--- config.mk ---
export PLATFORM = sky130hd
export DESIGN_NAME = fixed_partition_fit_allocator_top
export DESIGN_NICKNAME = d
export VERILOG_FILES = /design/src/hw/rtl/fpfa_pkg.sv /design/src/hw/rtl/fixed_partition_fit_allocator_top.sv /design/src/hw/rtl/fpfa_ram.sv
export SDC_FILE = /design/constraint.sdc
export NUM_CORES = 1
export LEC_CHECK = 0
export ABC_CLOCK_PERIOD_IN_PS = 8400
export BUFFER_PORTS_ARGS = -buffer_cell sky130_fd_sc_hd__clkbuf_2
export CAP_MARGIN = 20
export CORE_ASPECT_RATIO = 1.25
export CORE_MARGIN = 4
export CORE_UTILIZATION = 57
export DETAILED_ROUTE_END_ITERATION = 6
export GPL_TIMING_DRIVEN = 1
export PLACE_DENSITY = 0.78
export SETUP_SLACK_MARGIN = 0.02
export SYNTH_ARGS = -nofsm -noshare
export SYNTH_HDL_FRONTEND = slang
export SYNTH_SLANG_ARGS = --single-unit
export TNS_END_PERCENT = 1
--- constraint.sdc ---
create_clock -name clk -period 8.4 [get_ports clk]
set_input_delay 0.84 -clock clk [delete_from_list [all_inputs] [get_ports clk]]
set_output_delay 0.84 -clock clk [all_outputs]
set_load 0.05 [all_outputs]
--- src/hw/rtl/fpfa_pkg.sv ---
// Shared constants and codes for the fixed-partition fit allocator.
`timescale 1ns / 1ps

package fpfa_pkg;

	localparam int MAX_BLOCKS_DEF = 16;
	localparam int SIZE_BITS_DEF  = 16;

	// command codes
	localparam logic [1:0] CMD_WRITE   = 2'd0;
	localparam logic [1:0] CMD_RELEASE = 2'd1;
	localparam logic [1:0] CMD_ALLOC   = 2'd2;

	// fit policy codes
	localparam logic [1:0] POL_FIRST = 2'd0;
	localparam logic [1:0] POL_BEST  = 2'd1;
	localparam logic [1:0] POL_WORST = 2'd2;

	// register index taken from paddr[2]
	localparam logic REG_FIT_POLICY  = 1'b0;
	localparam logic REG_BLOCK_COUNT = 1'b1;

	// stream widths
	localparam int S_TDATA_W = 24;
	localparam int S_TUSER_W = 2;
	localparam int M_TDATA_W = 40;
	localparam int M_TUSER_W = 1;

endpackage

--- src/hw/rtl/fixed_partition_fit_allocator_top.sv ---
// Top level of the fixed-partition fit allocator: command intake, scan sequencer, output beat.
//
// channel  | signals                          | role
// ---------+----------------------------------+-------------------------------------------
// s_       | tvalid tready tdata[23:0] tuser  | commands: write size, release all, allocate
// m_       | tvalid tready tdata[39:0] tuser  | one result beat per command
// apb      | psel penable pwrite paddr pwdata | fit_policy at 0x0, block_count at 0x4
//
// Write, release and unused commands go straight from accept to the done state, which loads the result beat.
// Allocate first scans the table (block_count capped at MAX_BLOCKS):
// the table RAM read port is stepped one entry per cycle through a single fit comparator.
// s_tready is high only while the sequencer is idle; a held result beat does not block intake.
// A result waits in the sequencer while the output register is still full.
// Reset clears used marks, registers and control; table contents stay undefined until written.
`timescale 1ns / 1ps

module fixed_partition_fit_allocator_top #(
	parameter int MAX_BLOCKS = fpfa_pkg::MAX_BLOCKS_DEF,
	parameter int SIZE_BITS  = fpfa_pkg::SIZE_BITS_DEF
) (
	input  logic                            clk,
	input  logic                            arst_n,
	input  logic                            s_tvalid,
	output logic                            s_tready,
	input  logic [fpfa_pkg::S_TDATA_W-1:0]  s_tdata,  // entry_index[3:0], size[19:4], zero pad
	input  logic [fpfa_pkg::S_TUSER_W-1:0]  s_tuser,  // command[1:0]
	output logic                            m_tvalid,
	input  logic                            m_tready,
	output logic [fpfa_pkg::M_TDATA_W-1:0]  m_tdata,  // chosen_block[3:0], block_size[19:4],
	                                                   // leftover[35:20], zero pad
	output logic [fpfa_pkg::M_TUSER_W-1:0]  m_tuser,  // granted[0]
	input  logic                            psel,
	input  logic                            penable,
	input  logic                            pwrite,
	input  logic [2:0]                      paddr,
	input  logic [31:0]                     pwdata,
	output logic [31:0]                     prdata,
	output logic                            pready
);

	localparam int IDX_W = $clog2(MAX_BLOCKS);
	localparam int CNT_W = $clog2(MAX_BLOCKS + 1);

	typedef enum logic [1:0] {ST_IDLE, ST_SCAN, ST_DONE} state_t;

	// configuration
	logic [1:0] fit_policy_q;
	logic [4:0] block_count_q;
	logic       cfg_wr;

	assign pready = 1'b1;
	assign cfg_wr = psel & penable & pwrite & pready;
	assign prdata = (paddr[2] == fpfa_pkg::REG_BLOCK_COUNT) ? 32'(block_count_q)
	                                                        : 32'(fit_policy_q);

	always_ff @(posedge clk or negedge arst_n) begin
		if (!arst_n) begin
			fit_policy_q  <= fpfa_pkg::POL_FIRST;
			block_count_q <= '0;
		end else if (cfg_wr) begin
			if (paddr[2] == fpfa_pkg::REG_FIT_POLICY) begin
				fit_policy_q <= pwdata[1:0];
			end else begin
				block_count_q <= pwdata[4:0];
			end
		end
	end

	// input fields
	logic [1:0]           in_cmd;
	logic [3:0]           in_entry;
	logic [15:0]          in_size;
	logic                 in_acc;
	logic [SIZE_BITS-1:0] in_req;

	assign in_cmd   = s_tuser[1:0];
	assign in_entry = s_tdata[3:0];
	assign in_size  = s_tdata[19:4];
	assign in_req   = SIZE_BITS'(in_size);
	assign in_acc   = s_tvalid & s_tready;

	// sequencer state
	state_t               state_q;
	logic [CNT_W-1:0]     issue_q;
	logic                 eval_q;
	logic [IDX_W-1:0]     eval_idx_q;
	logic [SIZE_BITS-1:0] req_q;
	logic                 found_q;
	logic [IDX_W-1:0]     best_idx_q;
	logic [SIZE_BITS-1:0] best_size_q;
	logic [MAX_BLOCKS-1:0] used_q;
	logic                 m_tvalid_q;
	logic                 granted_q;
	logic [3:0]           chosen_q;
	logic [15:0]          bsize_q;
	logic [15:0]          left_q;

	logic [CNT_W-1:0]     limit;
	logic                 rd_en;
	logic [SIZE_BITS-1:0] rd_data;
	logic                 wr_en;
	logic                 fits;
	logic                 better;
	logic                 take;
	logic                 out_free;
	logic [SIZE_BITS-1:0] left_w;

	always_comb begin
		if (32'(block_count_q) > 32'(MAX_BLOCKS)) begin
			limit = CNT_W'(MAX_BLOCKS);
		end else begin
			limit = CNT_W'(block_count_q);
		end
	end

	assign wr_en = in_acc && (in_cmd == fpfa_pkg::CMD_WRITE) &&
	               (32'(in_entry) < 32'(MAX_BLOCKS));
	assign rd_en = (state_q == ST_SCAN) && (issue_q < limit);

	fpfa_ram #(
		.WIDTH (SIZE_BITS),
		.DEPTH (MAX_BLOCKS)
	) u_table (
		.clk     (clk),
		.wr_en   (wr_en),
		.wr_addr (IDX_W'(in_entry)),
		.wr_data (in_req),
		.rd_en   (rd_en),
		.rd_addr (issue_q[IDX_W-1:0]),
		.rd_data (rd_data)
	);

	// shared fit comparator
	always_comb begin
		fits = !used_q[eval_idx_q] && (rd_data >= req_q);
		case (fit_policy_q)
			fpfa_pkg::POL_BEST:  better = rd_data < best_size_q;
			fpfa_pkg::POL_WORST: better = rd_data > best_size_q;
			default:             better = 1'b0;
		endcase
		take = eval_q && fits && (!found_q || better);
	end

	assign out_free = !m_tvalid_q || m_tready;
	assign left_w   = best_size_q - req_q;
	assign s_tready = (state_q == ST_IDLE);

	always_ff @(posedge clk or negedge arst_n) begin
		if (!arst_n) begin
			state_q     <= ST_IDLE;
			issue_q     <= '0;
			eval_q      <= 1'b0;
			eval_idx_q  <= '0;
			req_q       <= '0;
			found_q     <= 1'b0;
			best_idx_q  <= '0;
			best_size_q <= '0;
			used_q      <= '0;
			m_tvalid_q  <= 1'b0;
			granted_q   <= 1'b0;
			chosen_q    <= '0;
			bsize_q     <= '0;
			left_q      <= '0;
		end else begin
			if (state_q == ST_DONE && out_free) begin
				m_tvalid_q <= 1'b1;
			end else if (m_tready) begin
				m_tvalid_q <= 1'b0;
			end
			case (state_q)
				ST_IDLE: begin
					if (in_acc) begin
						req_q   <= in_req;
						found_q <= 1'b0;
						issue_q <= '0;
						eval_q  <= 1'b0;
						if (in_cmd == fpfa_pkg::CMD_RELEASE) begin
							used_q <= '0;
						end
						if (in_cmd == fpfa_pkg::CMD_ALLOC) begin
							state_q <= ST_SCAN;
						end else begin
							state_q <= ST_DONE;
						end
					end
				end
				ST_SCAN: begin
					eval_q     <= rd_en;
					eval_idx_q <= issue_q[IDX_W-1:0];
					if (rd_en) begin
						issue_q <= issue_q + CNT_W'(1);
					end
					if (take) begin
						found_q     <= 1'b1;
						best_idx_q  <= eval_idx_q;
						best_size_q <= rd_data;
					end
					if (!rd_en && !eval_q) begin
						state_q <= ST_DONE;
					end
				end
				ST_DONE: begin
					if (out_free) begin
						granted_q  <= found_q;
						if (found_q) begin
							used_q[best_idx_q] <= 1'b1;
							chosen_q <= 4'(best_idx_q);
							bsize_q  <= 16'(best_size_q);
							left_q   <= 16'(left_w);
						end else begin
							chosen_q <= '0;
							bsize_q  <= '0;
							left_q   <= '0;
						end
						state_q <= ST_IDLE;
					end
				end
				default: begin
					state_q <= ST_IDLE;
				end
			endcase
		end
	end

	assign m_tvalid = m_tvalid_q;
	assign m_tuser  = granted_q;
	assign m_tdata  = {4'b0, left_q, bsize_q, chosen_q};

	// a refused or non-allocate beat carries all zero fields
	assert property (@(posedge clk) disable iff (!arst_n)
		m_tvalid && !m_tuser[0] |-> m_tdata == '0)
		else $error("refused result carries nonzero data");

	// a grant never reports more leftover than block size
	assert property (@(posedge clk) disable iff (!arst_n)
		m_tvalid && m_tuser[0] |-> m_tdata[35:20] <= m_tdata[19:4])
		else $error("leftover exceeds block size");

	// at most one block is marked used per cycle
	assert property (@(posedge clk) disable iff (!arst_n)
		$countones(used_q) <= $countones($past(used_q)) + 1)
		else $error("more than one used mark set at once");

	// the picked block is still free when the grant is issued
	assert property (@(posedge clk) disable iff (!arst_n)
		state_q == ST_DONE && found_q |-> !used_q[best_idx_q])
		else $error("granting a block already in use");

	// scan never reads beyond the configured block count
	assert property (@(posedge clk) disable iff (!arst_n)
		state_q == ST_SCAN |-> issue_q <= limit)
		else $error("scan index ran past block count");

endmodule

--- src/hw/rtl/fpfa_ram.sv ---
// Generic single-write, single-read RAM with registered read data.
`timescale 1ns / 1ps

module fpfa_ram #(
	parameter int WIDTH = 16,
	parameter int DEPTH = 16
) (
	input  logic                     clk,
	input  logic                     wr_en,
	input  logic [$clog2(DEPTH)-1:0] wr_addr,
	input  logic [WIDTH-1:0]         wr_data,
	input  logic                     rd_en,
	input  logic [$clog2(DEPTH)-1:0] rd_addr,
	output logic [WIDTH-1:0]         rd_data
);

	logic [WIDTH-1:0] mem [DEPTH];

	always_ff @(posedge clk) begin
		if (wr_en) begin
			mem[wr_addr] <= wr_data;
		end
		if (rd_en) begin
			rd_data <= mem[rd_addr];
		end
	end

endmodule
* After elaboration in Yosys (flattened, before gate mapping)
Memories as Yosys holds them, arrays and structs flattened. A register that Yosys moved wholly into a read port is not among the register bits.
Index checks and enable logic that the tools add are counted.
W data, S select, Z words.
** Operators by class
- $add $sub $neg :: 2
- Eq/ne operators :: 13
- $mul :: 0
- Div/mod/pow operators :: 0
- Shift operators :: 0
- Magnitude comparators :: 8
- Reduce and logical (&&, ||, !) cells :: 30
- Muxes and demuxes :: 31
- Bitwise gates (word level) :: 5
** Operator list (number)
- $mux W16 :: 6
- $pmux W16 S2 :: 1
- $mux W5 :: 4
- $ge A16 B16 Y1 :: 1
- $gt A16 B16 Y1 :: 1
- $lt A16 B16 Y1 :: 1
- $or A16 B16 Y16 :: 1
- $sub A16 B16 Y16 :: 1
- $reduce_and A2 Y1 :: 6
- $lt A4 B5 Y1 const B :: 2
- $pmux W5 S2 :: 1
- $reduce_and A3 Y1 :: 3
- $logic_and A1 B1 Y1 :: 8
- $mux W1 :: 8
- $mux W2 :: 4
- $ne A2 B2 Y1 const B :: 4
- $eq A2 B1 Y1 const B :: 3
- $eq A2 B2 Y1 const B :: 3
- $ne A2 B1 Y1 const B :: 3
- $pmux W1 S2 :: 3
- $pmux W2 S3 :: 1
- $reduce_bool A2 Y1 :: 3
- $add A5 B1 Y5 const B :: 1
- $gt A5 B5 Y1 const B :: 1
- other kinds (11) :: 19
** Word-level totals
- Bits in latches :: 0
- Memory bits (writable) :: 256
- ROM bits :: 0
- Logic and storage cells :: 106
- Memories :: 1
- Bits in registers :: 110
** Memory list
- u_table.mem :: words 16, width 16, rd ports 1, clocked after Yosys merged registers in 1, wr ports 1, line fpfa_ram.sv:17 : logic [WIDTH-1:0] mem [DEPTH];

* Logic depth before layout (Yosys ltp)
- Depth in word-level cells :: 8
- Depth in mapped cells :: 11
- Gate-level depth less buffers :: 11

* By module
From an unflattened synthesis, not the netlist that was laid out.
** Unflattened totals
- Cells, all modules :: 1142
- Area total of the unflattened synthesis :: 16852.4 um^2
** By module, submodules not included
- fpfa_ram :: area an instance 10202.3 um^2, times used 1, cells an instance 432, sequential area each 8167.8 um^2
- fixed_partition_fit_allocator_top :: area an instance 6650.1 um^2, times used 1, cells an instance 710, sequential area each 2752.6 um^2

* Worst setup path before layout
OpenSTA, ideal clock, no wires.
- Path type :: register to register
- From :: register state_q[0]
- To :: memory u_table.mem[8][0], enable pin
- Period minus slack after synthesis :: 3453 ps
- Cell stages (with the launch flop) :: 7
- Library setup time :: 409 ps
- Arrival :: 3044 ps
- Slack :: 4947 ps
- Data required time :: 7991 ps
- Cells stage by stage :: dfrtp_1 -> clkbuf_1 -> nor2_1 -> nand2_1 -> nor4_1 -> nand2_1 -> nor3_1
** On the way
- Longest elaborated chain between the ends :: 5
** Ends and longest elaborated chain
- start, declared :: line fixed_partition_fit_allocator_top.sv:83 : state_t state_q;
- start signal, assigned :: line fixed_partition_fit_allocator_top.sv:150 : state_q <= ST_IDLE;
- start signal, assigned :: line fixed_partition_fit_allocator_top.sv:181 : state_q <= ST_SCAN;
- start signal, assigned :: line fixed_partition_fit_allocator_top.sv:183 : state_q <= ST_DONE;
- $logic_not A2 Y1 :: line fixed_partition_fit_allocator_top.sv:146 : assign s_tready = (state_q == ST_IDLE);
- named net s_tready :: line fixed_partition_fit_allocator_top.sv:24 : output logic s_tready,
- $and A1 B1 Y1 :: line fixed_partition_fit_allocator_top.sv:80 : assign in_acc = s_tvalid & s_tready;
- $logic_and A1 B1 Y1 :: line fixed_partition_fit_allocator_top.sv:116 : assign wr_en = in_acc && (in_cmd == fpfa_pkg::CMD_WRITE) &&
- $mux W1 :: line fpfa_ram.sv:20 : if (wr_en) begin
- $mux W1 (not written as such) :: line fpfa_ram.sv:21 : mem[wr_addr] <= wr_data;
- end, declared :: line fpfa_ram.sv:17
The timed path passes the listed nets, and every way through them passes these cells.

* Worst setup path in the final report
- From :: register best_size_q[15]
- To :: register best_size_q[15]
** On the way
- Longest elaborated chain between the ends :: 5
- Elaborated cells on any way between the ends :: 6
- Classes of those cells :: order compare (2); mux (1); reduce/logical (3)
** Ends and longest elaborated chain
- start, declared :: line fixed_partition_fit_allocator_top.sv:90 : logic [SIZE_BITS-1:0] best_size_q;
- start signal, assigned :: line fixed_partition_fit_allocator_top.sv:196 : best_size_q <= rd_data;
- $gt A16 B16 Y1 / $lt A16 B16 Y1 (equally long branches) :: line fixed_partition_fit_allocator_top.sv:138, fixed_partition_fit_allocator_top.sv:137
- $pmux W1 S2 * :: line fixed_partition_fit_allocator_top.sv:136 : case (fit_policy_q)
- $logic_or A1 B1 Y1 * :: line fixed_partition_fit_allocator_top.sv:141 : take = eval_q && fits && (!found_q || better);
- $logic_and A1 B1 Y1 * :: line fixed_partition_fit_allocator_top.sv:141
- $reduce_and A2 Y1 (no line) *
Every way passes the cells marked *; elsewhere a longest branch is shown, timed or not.
A chain may end at the register's enable or synchronous reset.

==> impl_metrics.py <==
metrics = {
    "placement": {
        "dp_cells": 1436,
        "place.gp.congestion": 0.8328,
        "dp.final_hpwl_um": 20370,
        "placed_area_sq_mm": 0.01716,
        "port_buffers": 78,
        "post-place-ws_ps": 5196,
    },
    "synth": {
        "syn-cell-area_sq_mm": 0.01645,
        "synth_top_area_share": 0.4966,
        "synth_area_leaders": "edfxtp_1 50%, dfrtp_1 17%, mux4_2 12%",
        "yosys_warnings": 0,
        "netlist_instances": 1023,
        "synth-main-ff-cell": "edfxtp_1",
        "synth_area_per_cell_sq_um": 16.08,
        "synth_edf_count": 272,
        "yosysTopAreaCell": "edfxtp_1",
        "async_flop_share": 0.2880,
        "yosysMostFrequentCell": "edfxtp_1",
        "synthDistinctLibCells": 54,
        "yosys_register_bits": 382,
        "seq_area_frac_synth": 0.6639,
        "ys_top_cells_by_count": "272 x edfxtp_1, 110 x dfrtp_1, 84 x mux4_2, 80 x nand2_1, 54 x ha_1",
    },
    "finish": {
        "drive_above_1_share": 0.2472,
        "final_cell_area_sq_mm": 0.01841,
        "final_util": 0.6462,
        "finalNonFillerCells": 1505,
        "syn2layout_area_growth_pct": 11.93,
        "finalNetCount": 1244,
    },
    "clocking": {
        "root_buffer": "clkbuf_16",
        "cts_buffer_depth": 3,
        "cts_tree": "done",
        "cts_setup_buffers": 0,
        "cts.sinks": 382,
        "postCtsHoldBufs": 0,
        "path_clk_slew_ps": 60,
        "cts_htree_levels": 2,
        "cts_made_buffers": 38,
        "postCtsResizedCells": 0,
        "clk_latency_ps": 530,
    },
    "drt": {
        "via_per_inst": 5.942,
        "drc": 0,
        "drt_iter0_markers": 709,
        "antenna_left": 0,
        "vias": 8942,
        "wl_per_cell_um": 22.41,
        "totalWireLength_um": 33720,
        "first_pass_iters": 5,
    },
    "floorplanning": {
        "die_area_sq_mm": 0.03166,
        "num_rows": 69,
        "die_w_um": 159.9,
        "fp.dieH_um": 197.9,
        "initial_utilization": 0.5773,
        "ios": 144,
        "placeableCoreArea_sq_mm": 0.02849,
    },
    "global_routing": {
        "grt-ovfl-total": 0,
        "grt_max_degree": 76,
        "first_global_vias": 9175,
        "antenna_found_initial": 3,
        "grt_pass1_wl_um": 53250,
        "track_usage": 0.2186,
    },
    "power_and_ir_drop": {
        "peakVddDrop_v": 0.0001576,
        "powerDensity_mw_per_mm2": 294.9,
        "total_power_mw": 5.429,
        "p_leak_nw": 6.956,
    },
    "sta": {
        "finalHoldViolCount": 0,
        "worstMarginPinSlew_ps": 974.1,
        "fmax_mhz": 312.2,
        "fin_ws_ps": 5197,
        "clock_skew_ps": 13.76,
        "setup_violations": 0,
        "slew_viol_final": 0,
        "final.period_utilization": 0.3813,
        "finalSetupTns_ps": 0,
        "min_period_ps": 3203,
        "relSlewSlack": 0.3506,
        "rsz0062_at_grt": "no",
        "holdWs_ps": 270.9,
    },
    "critical_path": {
        "reg2reg_depth": 9,
        "ff2ff_setup_slack_ps": 5200,
        "critical_path_class": "register to register",
        "startpoint": "best_size_q[15]",
        "endpoint_kind": "register",
        "start_kind": "register",
        "crit_required_ps": 8800,
        "critPathMaxFanout": 21,
        "cp_data_arrival_time_ps": 3610,
        "reg2reg_from": "best_size_q[15]",
    },
    "status": {
        "status": "finished, final reports clean",
    },
    "worst_hold_path": {
        "hold_class": "primary input to async pin",
    },
    "job": {
        "maxCapViolations": 0,
    },
}
==> report_power, final <==
group | total, mW | internal, mW | switching, mW
Sequential | 2.31 | 2.18 | 0.127
Clock | 1.68 | 0.984 | 0.695
Combinational | 1.44 | 0.578 | 0.864
Total | 5.43 | 3.74 | 1.69
==> path summary, 6_finish.rpt <==
path | endpoint
min | bsize_q[7]
max in group asynchronous | issue_q[0]
max reg2reg | best_size_q[15]
min reg2reg | chosen_q[1]
max | best_size_q[15]
min in group clk | chosen_q[1]
==> sequential cells by signal, indices dropped and copies added (netlist names), 5 cells and up <==
name / flops
best_size_q: 16
req_q: 16
u_table.rd_data: 16
block_count_q: 5
used_q: 16
left_q: 16
u_table.mem: 256
bsize_q: 16
issue_q: 5
==> cells by family after synthesis <==
| family | after synthesis | synth area share |
|---|---|---|
| flip-flops | 382 | 0.6639 |
| AND/OR/NAND/NOR | 191 | 0.05218 |
| AO/OA/AOI/OAI | 139 | 0.05302 |
| multiplexers | 118 | 0.1416 |
| buffers and inverters | 118 | 0.03689 |
| adder cells (fa/ha/maj) | 55 | 0.04229 |
| XOR/XNOR | 18 | 0.009585 |
| other | 2 | 0.0004566 |
==> layout make-up <==
cell class	instances	area [sq um]
well taps	355	444.2
diodes	1	2.502
fillers	1995	10080
multi-input cells	553	5056
clock inverters	18	191.4
repair buffers	102	573.1
flip-flops and latches	382	10930
clock buffers	50	1052
inverters	44	165.2
==> cell usage in the layout, fill, tap and decap left out, types with 30 or more instances in the layout <==
master / netlist / layout
edfxtp_1: 272 / 272
dfrtp_1: 110 / 108
mux4_2: 84 / 84
nand2_1: 80 / 80
clkbuf_2: 0 / 77
ha_1: 54 / 54
nor2_1: 49 / 49
o21ai_0: 48 / 48
inv_1: 44 / 44
clkbuf_16: 0 / 40
conb_1: 2 / 32
a21oi_1: 30 / 30
==> worst max-delay path, cell delays in order, from the launching register on <==
cell,delay (ps)
dfrtp_1,380
inv_1,80
ha_1,310
nand4_1,160
or4_1,630
a21o_1,200
a311o_1,360
o311ai_2,130
and2_4,470
mux2_2,380
==> layer usage <==
| layer | part of all wire | routed length (um) | GRT usage |
|---|---|---|---|
| met5 | 0.00080 | 27 | 0 |
| met4 | 0.027 | 898 | 0.07013 |
| met3 | 0.055 | 1841 | 0.03373 |
| met2 | 0.53 | 17980 | 0.3881 |
| met1 | 0.38 | 12970 | 0.2803 |
No activity file was read; power rests on OpenSTA's default activity.
